==> src/rtl/core/lrig_pkg.sv <==
// Package for the minimal-standard Lehmer integer generator.
// Holds generator constants, field widths and the control state type.
// No dependencies.
`default_nettype none
package lrig_pkg;

  localparam int unsigned StateW = 31;
  localparam int unsigned MultW  = 15;
  localparam int unsigned ProdW  = StateW + MultW;
  localparam int unsigned DataW  = 32;
  localparam int unsigned SpanW  = DataW + 1;
  localparam int unsigned CntW   = 5;

  localparam logic [MultW-1:0]  LcgMult  = 15'd16807;
  localparam logic [StateW-1:0] LcgMod   = 31'h7FFF_FFFF;
  localparam logic [StateW-1:0] SeedRst  = 31'd1;
  localparam logic [CntW-1:0]   DivLast  = 5'(StateW - 1);

  typedef enum logic [4:0] {
    ST_IDLE = 5'b00001,
    ST_MUL  = 5'b00010,
    ST_FOLD = 5'b00100,
    ST_DIV  = 5'b01000,
    ST_DONE = 5'b10000
  } ctrl_state_e;

endpackage
`default_nettype wire

==> src/rtl/core/lrig_if.sv <==
// Valid/ready channel interfaces for requests and results.
// Depends on lrig_pkg for field widths.
`default_nettype none
interface lrig_req_if;
  logic                                valid;
  logic                                ready;
  logic                                kind;
  logic signed [lrig_pkg::DataW-1:0]   range_low;
  logic signed [lrig_pkg::DataW-1:0]   range_high;

  modport source (output valid, kind, range_low, range_high, input ready);
  modport sink   (input valid, kind, range_low, range_high, output ready);
endinterface

interface lrig_rsp_if;
  logic                                valid;
  logic                                ready;
  logic signed [lrig_pkg::DataW-1:0]   value;
  logic                                range_error;

  modport source (output valid, value, range_error, input ready);
  modport sink   (input valid, value, range_error, output ready);
endinterface
`default_nettype wire

==> src/rtl/core/lrig_serial_mod.sv <==
// Bit-serial restoring remainder unit: one dividend bit per cycle.
// Depends on lrig_pkg for widths and the step count.
`default_nettype none
module lrig_serial_mod (
  input  wire logic                        clk_i,
  input  wire logic                        rst_ni,
  input  wire logic                        start_i,
  input  wire logic [lrig_pkg::StateW-1:0] dividend_i,
  input  wire logic [lrig_pkg::SpanW-1:0]  divisor_i,
  output logic                             done_o,
  output logic [lrig_pkg::SpanW-1:0]       rem_o
);

  logic [lrig_pkg::StateW-1:0] dvd_q, dvd_d;
  logic [lrig_pkg::SpanW-1:0]  dsr_q, dsr_d;
  logic [lrig_pkg::SpanW-1:0]  rem_q, rem_d;
  logic [lrig_pkg::CntW-1:0]   cnt_q, cnt_d;
  logic                        busy_q, busy_d;
  logic                        done_q, done_d;
  logic [lrig_pkg::SpanW:0]    trial;

  always_comb begin
    trial  = {rem_q, dvd_q[lrig_pkg::StateW-1]};
    dvd_d  = dvd_q;
    dsr_d  = dsr_q;
    rem_d  = rem_q;
    cnt_d  = cnt_q;
    busy_d = busy_q;
    done_d = 1'b0;
    if (start_i) begin
      dvd_d  = dividend_i;
      dsr_d  = divisor_i;
      rem_d  = '0;
      cnt_d  = '0;
      busy_d = 1'b1;
    end else if (busy_q) begin
      // shift in the next dividend bit, subtract when it fits
      dvd_d = {dvd_q[lrig_pkg::StateW-2:0], 1'b0};
      if (trial >= {1'b0, dsr_q}) begin
        rem_d = lrig_pkg::SpanW'(trial - {1'b0, dsr_q});
      end else begin
        rem_d = lrig_pkg::SpanW'(trial);
      end
      cnt_d = cnt_q + 1'b1;
      if (cnt_q == lrig_pkg::DivLast) begin
        busy_d = 1'b0;
        done_d = 1'b1;
      end
    end
  end

  always_ff @(posedge clk_i or negedge rst_ni) begin
    if (!rst_ni) begin
      busy_q <= 1'b0;
      done_q <= 1'b0;
      cnt_q  <= '0;
    end else begin
      busy_q <= busy_d;
      done_q <= done_d;
      cnt_q  <= cnt_d;
    end
  end

  always_ff @(posedge clk_i) begin
    dvd_q <= dvd_d;
    dsr_q <= dsr_d;
    rem_q <= rem_d;
  end

  assign done_o = done_q;
  assign rem_o  = rem_q;

endmodule
`default_nettype wire

==> src/rtl/core/lehmer_random_integer_generator_top.sv <==
// Minimal-standard Lehmer generator, x <- 16807*x mod (2^31-1), with ranged output.
// Raw or inverted-range request: ST_MUL, ST_FOLD, ST_DONE, then the result register;
// a ranged request also waits in ST_DIV on the 31-step bit-serial remainder unit.
// Throughput: one request at a time; a new request is taken while a result waits.
// Reset (async, active low): state loads 1, no result pending. Depends on lrig_pkg,
// lrig_req_if, lrig_rsp_if and lrig_serial_mod.
`default_nettype none
module lehmer_random_integer_generator_top (
  input  wire logic                        clk_i,
  input  wire logic                        rst_ni,
  input  wire logic                        cfg_we_i,
  input  wire logic [lrig_pkg::StateW-1:0] cfg_wdata_i,
  lrig_req_if.sink                         req_i,
  lrig_rsp_if.source                       rsp_o
);

  lrig_pkg::ctrl_state_e       state_q, state_d;
  logic [lrig_pkg::StateW-1:0] gen_q, gen_d;
  logic [lrig_pkg::ProdW-1:0]  prod_q, prod_d;
  logic                        kind_q, kind_d;
  logic                        err_q, err_d;
  logic [lrig_pkg::DataW-1:0]  lo_q, lo_d;
  logic [lrig_pkg::SpanW-1:0]  span_q, span_d;
  logic [lrig_pkg::DataW-1:0]  res_q, res_d;
  logic                        out_valid_q, out_valid_d;
  logic [lrig_pkg::DataW-1:0]  out_value_q, out_value_d;
  logic                        out_err_q, out_err_d;

  logic                        req_fire;
  logic [lrig_pkg::DataW-1:0]  fold_sum;
  logic [lrig_pkg::StateW-1:0] nxt_state;
  logic                        div_start;
  logic                        div_done;
  logic [lrig_pkg::SpanW-1:0]  div_rem;

  // Take a transaction only when no request is in flight.
  assign req_i.ready = (state_q == lrig_pkg::ST_IDLE);
  assign req_fire    = req_i.valid && req_i.ready;

  // Fold the 46-bit product: 2^31 == 1 mod M, so add the high part to the low
  // part and subtract M once if the sum reaches it (covers a state equal to M).
  always_comb begin
    fold_sum = {1'b0, prod_q[lrig_pkg::StateW-1:0]}
             + {{(lrig_pkg::DataW - lrig_pkg::MultW){1'b0}},
                prod_q[lrig_pkg::ProdW-1:lrig_pkg::StateW]};
    if (fold_sum >= {1'b0, lrig_pkg::LcgMod}) begin
      fold_sum = fold_sum - {1'b0, lrig_pkg::LcgMod};
    end
    nxt_state = fold_sum[lrig_pkg::StateW-1:0];
  end

  always_comb begin
    state_d        = state_q;
    gen_d          = gen_q;
    prod_d         = prod_q;
    kind_d         = kind_q;
    err_d          = err_q;
    lo_d           = lo_q;
    span_d         = span_q;
    res_d          = res_q;
    out_valid_d    = out_valid_q;
    out_value_d    = out_value_q;
    out_err_d      = out_err_q;
    div_start      = 1'b0;

    // Drop the held result once the sink takes it.
    if (out_valid_q && rsp_o.ready) begin
      out_valid_d = 1'b0;
    end

    case (state_q)
      lrig_pkg::ST_IDLE: begin
        if (req_fire) begin
          kind_d = req_i.kind;
          err_d  = req_i.kind && (req_i.range_high < req_i.range_low);
          lo_d   = req_i.range_low;
          // 33-bit span, exact up to 2^32 for a full-width range
          span_d = lrig_pkg::SpanW'({req_i.range_high[lrig_pkg::DataW-1], req_i.range_high}
                 - {req_i.range_low[lrig_pkg::DataW-1], req_i.range_low} + 1'b1);
          state_d = lrig_pkg::ST_MUL;
        end
      end
      lrig_pkg::ST_MUL: begin
        prod_d  = lrig_pkg::ProdW'(gen_q) * lrig_pkg::ProdW'(lrig_pkg::LcgMult);
        state_d = lrig_pkg::ST_FOLD;
      end
      lrig_pkg::ST_FOLD: begin
        // Advance the state on every request, range error or not.
        gen_d = nxt_state;
        if (kind_q && !err_q) begin
          div_start = 1'b1;
          state_d   = lrig_pkg::ST_DIV;
        end else begin
          res_d   = kind_q ? lo_q : {1'b0, nxt_state};
          state_d = lrig_pkg::ST_DONE;
        end
      end
      lrig_pkg::ST_DIV: begin
        if (div_done) begin
          // remainder < span <= 2^32; the 32-bit add wraps like the signed sum
          res_d   = lo_q + div_rem[lrig_pkg::DataW-1:0];
          state_d = lrig_pkg::ST_DONE;
        end
      end
      lrig_pkg::ST_DONE: begin
        // Hold until the output register is free.
        if (!out_valid_q || rsp_o.ready) begin
          out_valid_d = 1'b1;
          out_value_d = res_q;
          out_err_d   = err_q;
          state_d     = lrig_pkg::ST_IDLE;
        end
      end
      default: begin
        state_d = lrig_pkg::ST_IDLE;
      end
    endcase

    // Seed write reloads the state; the user must issue it only while idle (not enforced here).
    if (cfg_we_i) begin
      gen_d = cfg_wdata_i;
    end
  end

  // The remainder is taken of the freshly advanced state.
  lrig_serial_mod u_mod (
    .clk_i      (clk_i),
    .rst_ni     (rst_ni),
    .start_i    (div_start),
    .dividend_i (nxt_state),
    .divisor_i  (span_q),
    .done_o     (div_done),
    .rem_o      (div_rem)
  );

  always_ff @(posedge clk_i or negedge rst_ni) begin
    if (!rst_ni) begin
      state_q     <= lrig_pkg::ST_IDLE;
      gen_q       <= lrig_pkg::SeedRst;
      out_valid_q <= 1'b0;
    end else begin
      state_q     <= state_d;
      gen_q       <= gen_d;
      out_valid_q <= out_valid_d;
    end
  end

  always_ff @(posedge clk_i) begin
    prod_q      <= prod_d;
    kind_q      <= kind_d;
    err_q       <= err_d;
    lo_q        <= lo_d;
    span_q      <= span_d;
    res_q       <= res_d;
    out_value_q <= out_value_d;
    out_err_q   <= out_err_d;
  end

  assign rsp_o.valid       = out_valid_q;
  assign rsp_o.value       = out_value_q;
  assign rsp_o.range_error = out_err_q;

endmodule
`default_nettype wire
==> src/flat_wrapper.sv <==
// flat-port wrapper written by rule: the top's interface ports become plain ports
module lehmer_random_integer_generator_top_flat 
  (clk_i, rst_ni, cfg_we_i, cfg_wdata_i, req_i_valid, req_i_kind, req_i_range_low, req_i_range_high, req_i_ready, rsp_o_valid, rsp_o_value, rsp_o_range_error, rsp_o_ready);
  lrig_req_if req_i_i ();
  lrig_rsp_if rsp_o_i ();
  input  wire logic clk_i;
  input  wire logic rst_ni;
  input  wire logic cfg_we_i;
  input  wire logic [lrig_pkg::StateW-1:0] cfg_wdata_i;
  input wire logic [$bits(req_i_i.valid)-1:0] req_i_valid;
  input wire logic [$bits(req_i_i.kind)-1:0] req_i_kind;
  input wire logic [$bits(req_i_i.range_low)-1:0] req_i_range_low;
  input wire logic [$bits(req_i_i.range_high)-1:0] req_i_range_high;
  output wire logic [$bits(req_i_i.ready)-1:0] req_i_ready;
  output wire logic [$bits(rsp_o_i.valid)-1:0] rsp_o_valid;
  output wire logic [$bits(rsp_o_i.value)-1:0] rsp_o_value;
  output wire logic [$bits(rsp_o_i.range_error)-1:0] rsp_o_range_error;
  input wire logic [$bits(rsp_o_i.ready)-1:0] rsp_o_ready;
  assign req_i_i.valid = req_i_valid;
  assign req_i_i.kind = req_i_kind;
  assign req_i_i.range_low = req_i_range_low;
  assign req_i_i.range_high = req_i_range_high;
  assign req_i_ready = req_i_i.ready;
  assign rsp_o_valid = rsp_o_i.valid;
  assign rsp_o_value = rsp_o_i.value;
  assign rsp_o_range_error = rsp_o_i.range_error;
  assign rsp_o_i.ready = rsp_o_ready;
  lehmer_random_integer_generator_top u_core (.clk_i(clk_i), .rst_ni(rst_ni), .cfg_we_i(cfg_we_i), .cfg_wdata_i(cfg_wdata_i), .req_i(req_i_i), .rsp_o(rsp_o_i));
endmodule
==> config.mk <==
export PLATFORM = sky130hd
export DESIGN_NAME = lehmer_random_integer_generator_top_flat
export DESIGN_NICKNAME = d
export VERILOG_FILES = /design/src/rtl/core/lrig_pkg.sv /design/src/rtl/core/lrig_if.sv /design/src/rtl/core/lrig_serial_mod.sv /design/src/rtl/core/lehmer_random_integer_generator_top.sv /design/src/flat_wrapper.sv
export SDC_FILE = /design/constraint.sdc
export NUM_CORES = 1
export LEC_CHECK = 0
export BUFFER_PORTS_ARGS = -buffer_cell sky130_fd_sc_hd__buf_2
export CAP_MARGIN = 15
export CORE_MARGIN = 5
export CORE_UTILIZATION = 35
export CTS_BUF_LIST = sky130_fd_sc_hd__clkbuf_2 sky130_fd_sc_hd__clkbuf_4 sky130_fd_sc_hd__clkbuf_8
export CTS_CLUSTER_SIZE = 10
export DETAILED_ROUTE_END_ITERATION = 10
export HOLD_SLACK_MARGIN = 0.02
export MAX_ROUTING_LAYER = met4
export PLACE_DENSITY_LB_ADDON = 0.3
export SYNTH_ARGS = -nofsm -noshare
export SYNTH_HDL_FRONTEND = slang
export SYNTH_SLANG_ARGS = --single-unit
==> constraint.sdc <==
create_clock -name clk_i -period 8 [get_ports clk_i]
set_input_delay 0.4 -clock clk_i [delete_from_list [all_inputs] [get_ports clk_i]]
set_output_delay 0.4 -clock clk_i [all_outputs]
set_load 0.005 [all_outputs]
==> flow_summary.yaml <==
run_status:
  status: "completed"
placement:
  pre_cts_slack_ps: 921
  dpl.hpwl_um: 59800
  gp_congestion: 0.985
  portBuffers: 135
  dp.cells: 3898
sta:
  period_share: 0.887
  setup_ws_ps: 907
  worst_clock_skew_ps: 67.9
  worst_slew_pin_slew_ps: 1170
  drv_slew: 0
  fin_crit_ps: 7090
  setup_tns_ps: 0
  setup_viol: 0
  hold_viol_final: 0
  rsz0062_at_grt: "no"
  fmax_mhz: 141
  relSlewSlack: 0.216
logic_synthesis:
  synth-async-reset-ratio: 0.138
  syn_area_um2: 27000
  synthXorXnorAreaFrac: 0.0522
  synth-edff-count: 242
  ys_seq_elements: 319
  synthMuxAreaShare: 0.00560
  synthFlopType: "edfxtp_1"
  synth_seq_area_share: 0.334
  synth_adder_area_share: 0.267
  netlist_instances: 2763
  synth_nets: 3350
  yosys.area_share.simple: 0.110
  yosysUniqueCellTypes: 85
  synth_compound_area_frac: 0.158
  yosys_warnings: 0
  synth_top_family_by_area: "adder cells"
  syn_avg_cell_area_um2: 9.78
global_routing:
  grt_pass1_wl_um: 116000
  antenna_found_initial: 3
  grt_pass1_vias: 19932
  grt_use_total: 0.184
  grt-ovfl-total: 0
  grt_start_max_net_pins: 72
critical_path:
  path_max_fanout: 6
  arrival_ps: 7510
  crit_top_cell: "inv_1"
  path_buf_inv: 6
  cpPeakStageDelay_ps: 610
  crit_type: "flip-flop to flip-flop"
  rrSetupSlack_ps: 910
  crit_slowest_cell: "nor4_1"
  cp-start-kind: "flip-flop"
  required_ps: 8410
  cp-end-kind: "flip-flop"
  path_cells: "inv_1 > fa_1 > inv_1 > ha_1 > inv_1 > fa_1 > inv_1 > fa_1 > fa_1 > inv_1 > fa_1 > inv_1 > ha_1 > and4_1 > and3_1 > nand3_1 > a311oi_1 > nor4_1 > o21ai_0 > a31oi_1 > o211ai_1 > a31o_2 > a21oi_1 > xnor2_1"
  cp_top_family: "adder cells"
clock_tree:
  clock_latency_ps: 700
  root_buffer: "clkbuf_8"
  htreeDepth: 2
  cts_tree: "built"
  clkTransAtPathRegs_ps: 60
  clock_path_buffers: 3
  cts.sinks: 319
  cts_buffers: 56
  post_cts_buffers: 0
die:
  die_w_um: 288
  dieArea_um2: 82900
  core-area_um2: 77100
  io_pins: 136
  start_util: 0.351
  die_h_um: 288
  num_rows: 102
detailed_routing:
  drtIter0Drc: 1535
  first_pass_iters: 5
  via_count: 20423
  post_drt_wl_per_cell_um: 18.4
  remaining_drc_errors: 0
  viasPerCell: 5.02
  drtAntennaViolNets: 0
  wirelength_um: 74700
worst_hold_path:
  hold_class: "input port to flip-flop"
final_layout:
  final_nets: 3565
  final_cell_mix: "inv_1, ha_1, edfxtp_1"
  final-instance-count-excl-fill: 4069
  area_growth_pct: 14.1
  final_util: 0.400
  drive_gt1_frac: 0.0991
  seqCellArea_um2: 9030
  multi_input_area_um2: 16100
  n_fill_cell: 7687
  layout_commonest_cell: "inv_1"
flow_run:
  maxCapViolCount: 0
-- path summary, 6_finish.rpt --
| path | start | endpoint | cells after the start |
|---|---|---|---|
| worst max-delay path | u_core.gen_q[21] | u_core.prod_q[43] | 24 |
| max in group asynchronous | rst_ni | u_core.u_mod.busy_q | 3 |
| min in group asynchronous | rst_ni | u_core.rsp_o.valid | 3 |
| worst min register to register | u_core.span_q[13] | u_core.u_mod.dsr_q[13] | 0 |
| worst min-delay path | cfg_wdata_i[13] | u_core.gen_q[13] | 3 |
| worst max register to register | u_core.gen_q[21] | u_core.prod_q[43] | 24 |
-- per-stage QoR --
step | instance area (µm²) | hold slack (ps)
after global routing | 30800 | 66.8
after CTS | 30800 | 38.1
after global placement | 28900 | 401
after floorplan | 27000 | 104
final | 30800 | 53.5
after detailed placement | 28900 | 405
-- per-layer routing --
metal	global-route usage	share of wire
met1	0.261	0.48
met2	0.273	0.43
met3	0.0366	0.069
met4	0.0397	0.020
met5	-	0
-- worst register-to-register path: cells and delay by family (launching register included) --
family	cells	cell delay (ps)
AOI/OAI and AO/OA	6	1420
xor gates and xnor gates	1	90
adders and majority gates	7	3210
buffers and inverters	6	410
DFF	1	500
and+or+nand+nor	4	1220
-- sequential cells by signal (all words and copies together) (netlist names), 5 cells and up --
signal and flops:
u_core.span_q 33, u_core.u_mod.cnt_q 5, u_core.u_mod.rem_o 33, u_core.rsp_o.value 32
u_core.prod_q 46, u_core.lo_q 32, u_core.state_q 5, u_core.res_q 32
u_core.u_mod.dsr_q 33, u_core.gen_q 31, u_core.u_mod.dvd_q 31
-- Yosys cell counts, types with 22 or more instances --
library cell / number / area (µm²)
dfrtp_1: 42 / 1050
a211oi_1: 39 / 293
xnor2_1: 102 / 893
inv_1: 455 / 1710
o21ai_0: 147 / 736
nor2b_1: 23 / 144
nand2b_1: 36 / 225
ha_1: 334 / 4180
xor2_1: 59 / 517
nand4_1: 22 / 138
edfxtp_1: 242 / 7270
nor2_1: 125 / 469
fa_1: 152 / 3040
a21oi_1: 212 / 1060
a21o_1: 50 / 375
nand2_1: 174 / 653
o21bai_1: 29 / 218
nand3_1: 40 / 200
dfxtp_1: 33 / 661
clkbuf_1: 51 / 191
nor3_1: 70 / 350
o31ai_1: 27 / 203
-- cells by family after synthesis --
| kind of cell | count (synthesis) |
|---|---|
| xor+xnor | 161 |
| flops | 319 |
| fa+ha+maj | 486 |
| simple gates | 596 |
| compound gates | 669 |
| mux | 15 |
| buf+inv | 517 |
-- area by class of cell --
class / count / share of cell area
Tap cell: 1040 / 0.0422
Antenna cell: 3 / 0.000243
Inverter: 455 / 0.0554
Sequential cell: 319 / 0.293
Multi-Input combinational cell: 1927 / 0.521
Clock buffer: 81 / 0.0327
Timing Repair Buffer: 219 / 0.0474
Clock inverter: 25 / 0.00856
-- timing repair --
action | 4_1_cts | 5_1_grt
hold buffers | 62 | 0
hold endpoints to repair | 105 | 0
gates resized for setup | 0 | 0
Power is left out: the tool's default activity adds up to more than one toggle a clock period on the data nets, which glitch-free logic cannot reach.
